==> config.mk <==
export PLATFORM = sky130hd
export DESIGN_NAME = toy_language_lexer_unit
export DESIGN_NICKNAME = d
export VERILOG_FILES = /design/src/sv/tll_pkg.sv /design/src/sv/tll_scan.sv /design/src/sv/tll_out_queue.sv /design/src/sv/toy_language_lexer_unit.sv
export SDC_FILE = /design/constraint.sdc
export NUM_CORES = 1
export LEC_CHECK = 0
export BUFFER_PORTS_ARGS = -buffer_cell sky130_fd_sc_hd__buf_4
export CORE_UTILIZATION = 35
export CTS_CLUSTER_SIZE = 28
export DETAILED_ROUTE_END_ITERATION = 8
export PLACE_DENSITY = 0.54
export RECOVER_POWER = 50
export SLEW_MARGIN = 40
export SYNTH_ARGS = -nofsm -noshare
export SYNTH_HDL_FRONTEND = slang
export SYNTH_SLANG_ARGS = --single-unit
==> constraint.sdc <==
create_clock -name clk -period 4.25 [get_ports clk]
set_input_delay 0.2125 -clock clk [delete_from_list [all_inputs] [get_ports clk]]
set_output_delay 0.2125 -clock clk [all_outputs]
set_load 0.01 [all_outputs]
==> src/sv/tll_pkg.sv <==
package tll_pkg;

  // Longest kept name
  localparam int MaxNameDef = 255;

  // Result queue geometry
  localparam int QDepth = 4;
  localparam int QAddrW = 2;

  localparam logic [30:0] ValueMax = 31'h7FFF_FFFF;

  // Character codes
  localparam logic [7:0] ChQuote   = 8'h22;
  localparam logic [7:0] ChSemi    = 8'h3B;
  localparam logic [7:0] ChEq      = 8'h3D;
  localparam logic [7:0] ChLParen  = 8'h28;
  localparam logic [7:0] ChRParen  = 8'h29;
  localparam logic [7:0] ChLBrace  = 8'h7B;
  localparam logic [7:0] ChRBrace  = 8'h7D;
  localparam logic [7:0] ChSpace   = 8'h20;
  localparam logic [7:0] ChNewline = 8'h0A;
  localparam logic [7:0] ChNul     = 8'h00;

  // Result kinds
  localparam logic [1:0] RkNameByte = 2'd0;
  localparam logic [1:0] RkToken    = 2'd1;
  localparam logic [1:0] RkDrop     = 2'd2;

  // Token kinds
  localparam logic [3:0] TkIdent    = 4'd0;
  localparam logic [3:0] TkKwNum    = 4'd1;
  localparam logic [3:0] TkKwString = 4'd2;
  localparam logic [3:0] TkNumber   = 4'd3;
  localparam logic [3:0] TkStrLit   = 4'd4;
  localparam logic [3:0] TkSemi     = 4'd5;
  localparam logic [3:0] TkEq       = 4'd6;
  localparam logic [3:0] TkLParen   = 4'd7;
  localparam logic [3:0] TkRParen   = 4'd8;
  localparam logic [3:0] TkLBrace   = 4'd9;
  localparam logic [3:0] TkRBrace   = 4'd10;

  typedef struct packed {
    logic [1:0]  kind;
    logic [7:0]  name_byte;
    logic [3:0]  token_kind;
    logic [30:0] number_value;
    logic [7:0]  name_length;
    logic        name_truncated;
    logic        last_of_run;
  } result_t;

  // Results of one scanned byte
  typedef struct packed {
    logic [1:0] cnt;
    result_t    r0;
    result_t    r1;
  } scan_out_t;

  // Spelling of keyword num
  function automatic logic [7:0] kw_num_char(input logic [1:0] idx);
    logic [7:0] c;
    case (idx)
      2'd0:    c = 8'h6E;
      2'd1:    c = 8'h75;
      2'd2:    c = 8'h6D;
      default: c = 8'h00;
    endcase
    return c;
  endfunction

  // Spelling of keyword string
  function automatic logic [7:0] kw_string_char(input logic [2:0] idx);
    logic [7:0] c;
    case (idx)
      3'd0:    c = 8'h73;
      3'd1:    c = 8'h74;
      3'd2:    c = 8'h72;
      3'd3:    c = 8'h69;
      3'd4:    c = 8'h6E;
      3'd5:    c = 8'h67;
      default: c = 8'h00;
    endcase
    return c;
  endfunction

  // Punctuation token for a byte, TkIdent when none
  function automatic logic [3:0] punct_kind(input logic [7:0] b);
    logic [3:0] tk;
    unique case (b)
      ChSemi:   tk = TkSemi;
      ChEq:     tk = TkEq;
      ChLParen: tk = TkLParen;
      ChRParen: tk = TkRParen;
      ChLBrace: tk = TkLBrace;
      ChRBrace: tk = TkRBrace;
      default:  tk = TkIdent;
    endcase
    return tk;
  endfunction

endpackage

==> src/sv/tll_scan.sv <==
module tll_scan import tll_pkg::*; #(
  parameter int MAX_NAME = MaxNameDef
) (
  input  logic       clk,
  input  logic       rst,
  input  logic       fire,
  input  logic [7:0] text_q,
  input  logic       eot_q,
  output scan_out_t  scan
);

  // Lexer state
  logic        in_str, in_str_next;
  logic [7:0]  wlen, wlen_next;
  logic        all_dig, all_dig_next;
  logic        m_num, m_num_next;
  logic        m_str, m_str_next;
  logic [30:0] acc, acc_next;
  logic        ovf, ovf_next;

  // Byte classes
  logic        eot, is_dig, is_alnum, is_punct;
  logic [3:0]  pk;
  assign eot      = eot_q || (text_q == ChNul);
  assign is_dig   = (text_q >= 8'h30) && (text_q <= 8'h39);
  assign is_alnum = is_dig || ((text_q >= 8'h61) && (text_q <= 8'h7A)) ||
                    ((text_q >= 8'h41) && (text_q <= 8'h5A));
  assign pk       = punct_kind(text_q);
  assign is_punct = (pk != TkIdent);

  // Decimal accumulate: acc * 10 + digit, saturated
  logic [34:0] acc_wide;
  logic [30:0] acc_sat;
  assign acc_wide = ({4'd0, acc} << 3) + ({4'd0, acc} << 1) + {31'd0, text_q[3:0]};
  assign acc_sat  = (acc_wide > {4'd0, ValueMax}) ? ValueMax : acc_wide[30:0];

  // Keyword prefix tracking
  logic pre_num, pre_str, at_max;
  assign pre_num = m_num && !ovf && (wlen < 8'd3) && (kw_num_char(wlen[1:0]) == text_q);
  assign pre_str = m_str && !ovf && (wlen < 8'd6) && (kw_string_char(wlen[2:0]) == text_q);
  assign at_max  = (wlen >= 8'(MAX_NAME));

  // Classification of the pending word
  result_t word_tok, str_tok, drop_res, name_res, punct_tok;
  always_comb begin
    word_tok = '0;
    word_tok.kind = RkToken;
    word_tok.name_length = wlen;
    word_tok.name_truncated = ovf;
    if (!ovf && m_num && (wlen == 8'd3)) begin
      word_tok.token_kind = TkKwNum;
    end else if (!ovf && m_str && (wlen == 8'd6)) begin
      word_tok.token_kind = TkKwString;
    end else if (all_dig) begin
      word_tok.token_kind = TkNumber;
      word_tok.number_value = acc;
    end else begin
      word_tok.token_kind = TkIdent;
    end
    str_tok = '0;
    str_tok.kind = RkToken;
    str_tok.token_kind = TkStrLit;
    str_tok.name_length = wlen;
    str_tok.name_truncated = ovf;
    drop_res = '0;
    drop_res.kind = RkDrop;
    drop_res.name_length = wlen;
    drop_res.name_truncated = ovf;
    name_res = '0;
    name_res.kind = RkNameByte;
    name_res.name_byte = text_q;
    punct_tok = '0;
    punct_tok.kind = RkToken;
    punct_tok.token_kind = pk;
  end

  // Next state and results
  always_comb begin
    logic clr;
    logic app;
    logic [1:0] n;
    result_t r0, r1;
    clr = 1'b0;
    app = 1'b0;
    n = 2'd0;
    r0 = '0;
    r1 = '0;
    in_str_next = in_str;
    if (eot) begin
      if (in_str) begin
        r0 = str_tok;
        n = 2'd1;
      end else if (wlen != 8'd0) begin
        r0 = word_tok;
        n = 2'd1;
      end
      clr = 1'b1;
      in_str_next = 1'b0;
    end else if (in_str) begin
      if (text_q == ChQuote) begin
        r0 = str_tok;
        n = 2'd1;
        clr = 1'b1;
        in_str_next = 1'b0;
      end else begin
        app = 1'b1;
      end
    end else if (text_q == ChQuote) begin
      if (wlen != 8'd0) begin
        r0 = drop_res;
        n = 2'd1;
      end
      clr = 1'b1;
      in_str_next = 1'b1;
    end else if (is_alnum) begin
      app = 1'b1;
    end else if (is_punct || (text_q == ChSpace) || (text_q == ChNewline)) begin
      if (wlen != 8'd0) begin
        r0 = word_tok;
        n = 2'd1;
        clr = 1'b1;
      end
      if (is_punct) begin
        if (n == 2'd0) begin
          r0 = punct_tok;
        end else begin
          r1 = punct_tok;
        end
        n = n + 2'd1;
      end
    end

    // Appending a byte to the word or string
    if (app && !at_max) begin
      r0 = name_res;
      n = 2'd1;
    end

    // Default: hold
    wlen_next    = wlen;
    all_dig_next = all_dig;
    m_num_next   = m_num;
    m_str_next   = m_str;
    acc_next     = acc;
    ovf_next     = ovf;
    if (clr) begin
      wlen_next    = 8'd0;
      all_dig_next = 1'b1;
      m_num_next   = 1'b1;
      m_str_next   = 1'b1;
      acc_next     = '0;
      ovf_next     = 1'b0;
    end else if (app) begin
      if (!in_str) begin
        if (is_dig) begin
          acc_next = acc_sat;
        end else begin
          all_dig_next = 1'b0;
        end
        m_num_next = pre_num;
        m_str_next = pre_str;
      end
      if (at_max) begin
        ovf_next = 1'b1;
      end else begin
        wlen_next = wlen + 8'd1;
      end
    end

    r0.last_of_run = (n == 2'd1);
    r1.last_of_run = 1'b1;
    scan.cnt = fire ? n : 2'd0;
    scan.r0  = r0;
    scan.r1  = r1;
  end

  // State registers
  always_ff @(posedge clk) begin
    if (rst) begin
      in_str  <= 1'b0;
      wlen    <= 8'd0;
      all_dig <= 1'b1;
      m_num   <= 1'b1;
      m_str   <= 1'b1;
      acc     <= '0;
      ovf     <= 1'b0;
    end else if (fire) begin
      in_str  <= in_str_next;
      wlen    <= wlen_next;
      all_dig <= all_dig_next;
      m_num   <= m_num_next;
      m_str   <= m_str_next;
      acc     <= acc_next;
      ovf     <= ovf_next;
    end
  end

endmodule

==> src/sv/tll_out_queue.sv <==
module tll_out_queue import tll_pkg::*; (
  input  logic      clk,
  input  logic      rst,
  input  scan_out_t scan,
  output logic      room,
  output logic      out_valid,
  input  logic      out_stall,
  output result_t   head
);

  result_t            mem [QDepth];
  logic [QAddrW-1:0]  wp, rp;
  logic [QAddrW:0]    count;
  logic               pop;

  // Room for a full two-result push
  assign room      = (count <= (QAddrW+1)'(QDepth - 2));
  assign out_valid = (count != '0);
  assign pop       = out_valid && !out_stall;
  assign head      = mem[rp];

  // Storage writes
  always_ff @(posedge clk) begin
    if (scan.cnt != 2'd0) begin
      mem[wp] <= scan.r0;
    end
    if (scan.cnt == 2'd2) begin
      mem[wp + QAddrW'(1)] <= scan.r1;
    end
  end

  // Pointers and fill count
  always_ff @(posedge clk) begin
    if (rst) begin
      wp    <= '0;
      rp    <= '0;
      count <= '0;
    end else begin
      wp    <= wp + QAddrW'(scan.cnt);
      rp    <= rp + QAddrW'(pop);
      count <= count + (QAddrW+1)'(scan.cnt) - (QAddrW+1)'(pop);
    end
  end

endmodule

==> src/sv/toy_language_lexer_unit.sv <==
// Channel   Handshake                    Payload
// text      text_valid / text_stall      text_byte, end_of_text
// result    result_valid / result_stall  result_kind, name_byte, token_kind,
//                                        number_value, name_length,
//                                        name_truncated, last_of_run
//
// One byte per cycle while the queue has room: an input register feeds a combinational scan stage,
// whose one or two results go into a four-entry result queue.
// Between transfer in and first result out lie the input register and the result queue.
// A byte that yields two results presents them at the output one after the other.
// text_stall rises only while the queue lacks room for two results.
// Reset (rst, synchronous) empties the queue and returns the lexer to no
// pending word and no open string.
module toy_language_lexer_unit import tll_pkg::*; #(
  parameter int MAX_NAME = MaxNameDef
) (
  input  logic        clk,
  input  logic        rst,
  input  logic        text_valid,
  output logic        text_stall,
  input  logic [7:0]  text_byte,
  input  logic        end_of_text,
  output logic        result_valid,
  input  logic        result_stall,
  output logic [1:0]  result_kind,
  output logic [7:0]  name_byte,
  output logic [3:0]  token_kind,
  output logic [30:0] number_value,
  output logic [7:0]  name_length,
  output logic        name_truncated,
  output logic        last_of_run
);

  logic       in_vld;
  logic [7:0] text_q;
  logic       eot_q;
  logic       room, fire, take;
  scan_out_t  scan;
  result_t    head;

  assign fire       = in_vld && room;
  assign text_stall = in_vld && !room;
  assign take       = text_valid && !text_stall;

  // Input register
  always_ff @(posedge clk) begin
    if (rst) begin
      in_vld <= 1'b0;
    end else if (take) begin
      in_vld <= 1'b1;
    end else if (fire) begin
      in_vld <= 1'b0;
    end
  end

  always_ff @(posedge clk) begin
    if (take) begin
      text_q <= text_byte;
      eot_q  <= end_of_text;
    end
  end

  tll_scan #(.MAX_NAME(MAX_NAME)) u_scan (
    .clk    (clk),
    .rst    (rst),
    .fire   (fire),
    .text_q (text_q),
    .eot_q  (eot_q),
    .scan   (scan)
  );

  tll_out_queue u_queue (
    .clk       (clk),
    .rst       (rst),
    .scan      (scan),
    .room      (room),
    .out_valid (result_valid),
    .out_stall (result_stall),
    .head      (head)
  );

  assign result_kind    = head.kind;
  assign name_byte      = head.name_byte;
  assign token_kind     = head.token_kind;
  assign number_value   = head.number_value;
  assign name_length    = head.name_length;
  assign name_truncated = head.name_truncated;
  assign last_of_run    = head.last_of_run;

endmodule
; After elaboration in Yosys (flattened, before gate mapping)
; Memories as Yosys holds them, arrays and structs flattened. A register that Yosys moved wholly into a read port is not among the register bits.
; Cells that the tools add are included.
[totals]
regBits = 61
latch_bits = 0
ram_bits = 220
mem_bits_ro = 0
inputBits = 13
wordCells = 188
n_memories = 1
[memory_table]
columns = name, words, word_bits, read_ports, rd_ports_with_merged_regs, write_ports, line_no
row1 = u_queue.mem, 4, 55, 1, 1, 2, tll_out_queue.sv:11  ; result_t mem [QDepth];
[op_classes]
n_addsub = 9
mul = 0
div = 0
magnitude_cmp = 11
eq_ne = 25
shift = 0
muxes = 86
bitwise_logic = 0
n_reduce_logical = 43
[op_table]
columns = cell, n
row1 = $mux 55, 15
row2 = $mux 31, 8
row3 = $mux 54, 4
row4 = $eq 8x6->1 const B, 6
row5 = $pmux 7 s6, 1
row6 = $add 34x32->35, 1
row7 = $add 35x4->35, 1
row8 = $gt 35x31->1 const B, 1
row9 = $mux 1, 35
row10 = $mux 2, 16
row11 = $mux 8, 3
row12 = $pmux 4 s6, 1
row13 = $pmux 7 s3, 1
row14 = $eq 7x8->1, 2
row15 = $eq 8x7->1 const B, 2
row16 = $ge 8x7->1 const B, 2
row17 = $le 8x7->1 const B, 2
row18 = $logic_and 1x1->1, 16
row19 = $reduce_bool 2->1, 5
row20 = $reduce_and 3->1, 3
row21 = $add 8x1->8 const B, 1
row22 = $eq 8x2->1 const B, 1
row23 = $eq 8x3->1 const B, 1
row24 = $eq 8x4->1 const B, 1
row25 = other kinds (27), 45

; Depth between registers and ports, before layout
[depth]
word_depth = 22
ltp_mapped = 20

; Cells and area by module
; A second synthesis with hierarchy kept.
[unflattened]
cells_unflattened = 1282
area_unflattened_um2 = 16657.2
[by_module_without_submodules]
columns = mod, n_inst, cells_each, area_each_um2, seq_area_each_um2
row1 = tll_out_queue, 1, 578, 11014.3, 6746.5
row2 = tll_scan, 1, 690, 5316.3, 880.8
row3 = toy_language_lexer_unit, 1, 14, 326.6, 290.3

; Worst setup path after synthesis
; No wires, ideal clock.
[synth_path]
kind = register -> register
startpoint = register u_scan.wlen[0]
endpoint = register u_queue.count[2]
t_arrival_ps = 4124
required_time_ps = 4122
path_slack_ps = -2
path_stages_with_launch = 21
path_buffers = 4
path_cell_list = dfxtp_1 -> inv_1 -> ha_1 -> clkbuf_1 -> nand2b_1 -> or3b_2 -> clkbuf_1 -> ha_1 -> clkbuf_1 -> o2111ai_1 -> a31oi_4 -> clkbuf_1 -> inv_1 -> ha_1 -> inv_1 -> ha_1 -> inv_1 -> fa_1 -> xnor2_1 -> xnor2_1 -> nor2_1
[synth_via]
elab_chain_cells = 18
word_cells_on_any_way = 22
[synth_rtl]
columns = element, line_no
row1 = "start, declared", tll_scan.sv:14  ; logic [7:0] wlen, wlen_next;
row2 = "start signal, assigned", tll_scan.sv:189  ; wlen <= wlen_next;
row3 = $reduce_bool 8->1, "tll_scan.sv:93, tll_scan.sv:109, tll_scan.sv:118"
row4 = $mux 1, "tll_scan.sv:93, tll_scan.sv:109, tll_scan.sv:118"
row5 = $mux 2, tll_scan.sv:117  ; end else if (is_punct || (text_q == ChSpace) || (text_q == ChNewline)) begin
row6 = $mux 2, tll_scan.sv:115  ; end else if (is_alnum) begin
row7 = $mux 2, tll_scan.sv:108  ; end else if (text_q == ChQuote) begin
row8 = $mux 2, tll_scan.sv:99  ; end else if (in_str) begin
row9 = $mux 2, tll_scan.sv:89  ; if (eot) begin
row10 = $add 2x1->2, tll_scan.sv:129  ; n = n + 2'd1;
row11 = [... 2 more ...], -
row12 = $mux 2, tll_scan.sv:115
row13 = $mux 2, tll_scan.sv:108
row14 = $mux 2, tll_scan.sv:99
row15 = $mux 2, tll_scan.sv:89
row16 = $mux 2 (*), tll_scan.sv:134  ; if (app && !at_max) begin
row17 = $mux 2 (*), tll_scan.sv:172  ; scan.cnt = fire ? n : 2'd0;
row18 = $add 3x2->3 (*), tll_out_queue.sv:41  ; count <= count + (QAddrW+1)'(scan.cnt) - (QAddrW+1)'(pop);
row19 = $sub 3x1->3 (*), tll_out_queue.sv:41
row20 = "end signal, assigned", tll_out_queue.sv:41
row21 = "end, declared", tll_out_queue.sv:13  ; logic [QAddrW:0] count;
; Mark *: on every way between the ends. The rest lies on a longest branch, timed or not. The select of a mux whose other input is x is not followed.
; A chain may end at the register's enable or synchronous reset.

==> summary.md <==
| Metric | Value |
|---|---|
| Status | complete, no violations |
| Post-Syn Area | 14490 µm² |
| Critical path class | flip-flop to flip-flop |
| First-pass GRT wire length | 63.17 mm |
| Maxcap violations | 0 |
| Power per cell area | 392.5 nW/µm² |
| Cells taking the most area after synthesis | dfxtp_1 (35%), mux4_2 (8.5%), ha_1 (6.3%) |
| Critical-path cell list | inv_1 -> ha_1 -> nand2b_1 -> or3b_2 -> ha_1 -> and3_1 -> o211ai_1 -> clkbuf_1 -> nor3_1 -> a21oi_4 -> buf_2 -> o22ai_1 |
| # IOs | 70 |
| DR DRC count | 0 |
| CP Data Arrival Time | 4.20 ns |
| Peak VDD IR | 0.2371 mV |
| Final setup fails | 0 |
| Post-DP HPWL | 26.59 mm |
| Final hold vios | 0 |
| Buffers on Ports | 69 |
| Ys flop type | dfxtp_1 |
| Layout cells sized above 1 | 17.87% |
| Flop2flop setup slack | 0.30 ns |
| Crit path largest cell delay | 0.62 ns |
| Clock Latency Late Sink | 0.54 ns |
| Slew headroom | 15.51% |
| Tmin final | 3.953 ns |
| Fillers | 3998 |
| Final net count | 1520 |
| CTS sink cnt | 281 |
| Cts repair resizes | 0 |
| Top post-synthesis cells by count | dfxtp_1 (252), nor2_1 (113), ha_1 (73), mux2i_1 (71), a22o_2 (69) |
| RePlAce Congestion | 0.8545 |
| Slowest CP cell | buf_2 |
| CP dominant cell by count | ha_1 |
| Min-delay src | rst |
| Leak pwr | 7.155 nW |
| Clock transition at the registers of the reported paths | 0.06 ns |
| Critical path peak fanout | 22 |
| Top cell type's share of synthesized area | 34.81% |
| Starting density of the core | 35.49% |
| Achievable Freq | 253.0 MHz |
| Final Cycle Share | 93.01% |
| WP data required | 4.49 ns |
| RSZ-0062 raised after global routing | no |
| Vias in the first global route | 11.02k |
| Startpoint types | flip-flop |
| Total negative slack | 0 ns |
| R2r worst-path depth | 12 |
| Syn_area_per_cell | 10.55 µm² |
| Row count | 74 |
| Skew final | 0.02203 ns |
| Detailed Route WL | 39.85 mm |
| Final Util | 40.47% |
| GRT Total Usage | 19.19% |
| Fraction of registers with async set/reset | 0% |
| Vias | 11.23k |
| CTS buffer count | 34 |
| Area Growth Syn to Fin | 14.01% |
| Mapped Cells | 1374 |
| Setup crit end kind | flip-flop |
| Least-Margin Pin Slew | 1.267 ns |
| Die W | 205.5 µm |
| Hold/Removal Path Class | primary input to flip-flop |
| WL/cell | 20.05 µm |
| CP top delay family | buffers and inverters |
| Largest net degree at the start of global routing | 40 |
| Die H | 205.5 µm |
| Number of iterations in the first detailed-routing pass | 5 |
| Setup Buffers After CTS | 0 |
| Max Buffers Root-to-Sink | 3 |
| RR Startpoint | u_scan.wlen[0]$_SDFFE_PP0P_ |
| CTS tree | done |
| EDFF count, synth | 29 |
| Initial antenna violation count | 0 |
| Remaining global-route overflow | 0 |
| Post-route antenna net violation count | 0 |
| Synthesized net count | 1463 |
| CTS root buf | clkbuf_16 |
| Yosys reg bits | 281 |
| Reg2reg end | u_queue.mem[0][41]$_DFFE_PP_ |
| Initial DRC count | 865 |
| Core area | 40830 µm² |
| Diodes inserted | 0 |
| Die area | 42230 µm² |
| Design Power | 6.485 mW |
| Min-Delay Path Depth | 2 |
| Ys Warns | 0 |
| Count leader, synth | dfxtp_1 |
| Largest area contributor in the netlist | dfxtp_1 |
| CP bufs+invs | 3 |
| Max-slew violation total from the final report | 0 |
| Synth unique cells | 76 |
| Register area share after synthesis | 40.82% |
| Endpoint of the worst hold path | in_vld$_SDFFE_PP0P_ |
| Vias per cell | 5.654 |
| CP Launch Point | u_scan.wlen[0]$_SDFFE_PP0P_ |
| H-Tree Depth | 2 |
## power breakdown
part	total [mW]	switching [mW]	leakage (nW)	internal (mW)
registers	2.90	0.154	2.29	2.75
logic	0.744	0.377	4.32	0.367
clock network	2.84	1.16	0.542	1.68
## registers in the layout, indices dropped and copies added, names as in the netlist, 2 cells and up
register / flops
u_queue.wp: 2
u_scan.wlen: 8
u_queue.mem: 220
text_q: 8
u_queue.rp: 2
u_queue.count: 3
u_scan.acc: 31
## worst max-delay path by stage
stage	endpoint	slack, ns	cells after the start
after floorplan	u_queue.count[2]$_SDFF_PP0_	0.08	20
after global placement	u_scan.acc[0]$_SDFFE_PP0P_	0.51	13
after detailed placement	u_scan.acc[2]$_SDFFE_PP0P_	0.39	13
after CTS	u_scan.acc[2]$_SDFFE_PP0P_	0.38	13
after global routing	u_queue.mem[0][41]$_DFFE_PP_	0.09	12
final	u_queue.mem[0][41]$_DFFE_PP_	0.30	12
## layout make-up
type,count,area (µm²),area share (%)
multi-input cells,957,7955,48.14
flip-flops and latches,281,5919,35.82
clock buffers,50,1025,6.202
repair buffers,128,784.5,4.748
well taps,532,665.6,4.028
inverters,29,108.9,0.6588
clock inverters,10,65.06,0.3938
## routing by layer
layer  share of wire, %  global-route usage (%)  vias to the layer above
met1                 48                   26.89                     5561
met5                  0                       0                        -
li1                   -                       -                     5331
met2                 45                   30.32                      302
met3                5.3                   3.532                       40
met4                1.5                   4.656                        0
## per-stage QoR
step / cells / area [µm²] / setup slack (ns) / hold WS (ns)
after floorplan: 1374 / 14490 / 0.07591 / 0.3114
after global routing: 1987 / 16520 / 0.08517 / 0.02031
after detailed placement: 1917 / 15600 / 0.3928 / 0.3919
after CTS: 1987 / 16790 / 0.3819 / 0.0005523
after global placement: 1917 / 15600 / 0.5088 / 0.3935
final: 1987 / 16520 / 0.2973 / 0.02297
## repair_timing
action	CTS	global route
endpoints found under the hold margin	10	0
endpoints found under the setup margin	0	0
hold buffers	10	0
## cells by family (layout without fill, tap and decap cells)
logic type / Yosys count / in the layout / synth area share (%)
AO/OA/AOI/OAI: 401 / 401 / 21.01
XOR/XNOR: 37 / 37 / 2.236
adder cells (fa/ha/maj): 76 / 76 / 6.717
buffers and inverters: 136 / 217 / 4.437
flip-flops: 281 / 281 / 40.82
multiplexers: 126 / 126 / 13.45
AND/OR/NAND/NOR: 317 / 317 / 11.33
## placed cells by master (no fill, tap or decap), drive strengths merged, types with 25 or more instances in the layout
cell type  count
mux4          55
inv           30
edfxtp        29
clkbuf       128
buf           40
a22o         124
xnor2         25
a21oi         60
mux2i         71
dfxtp        252
ha            73
nand2         49
o21ai         66
a22oi         28
nor2         117
(Power assumes the default switching activity.)
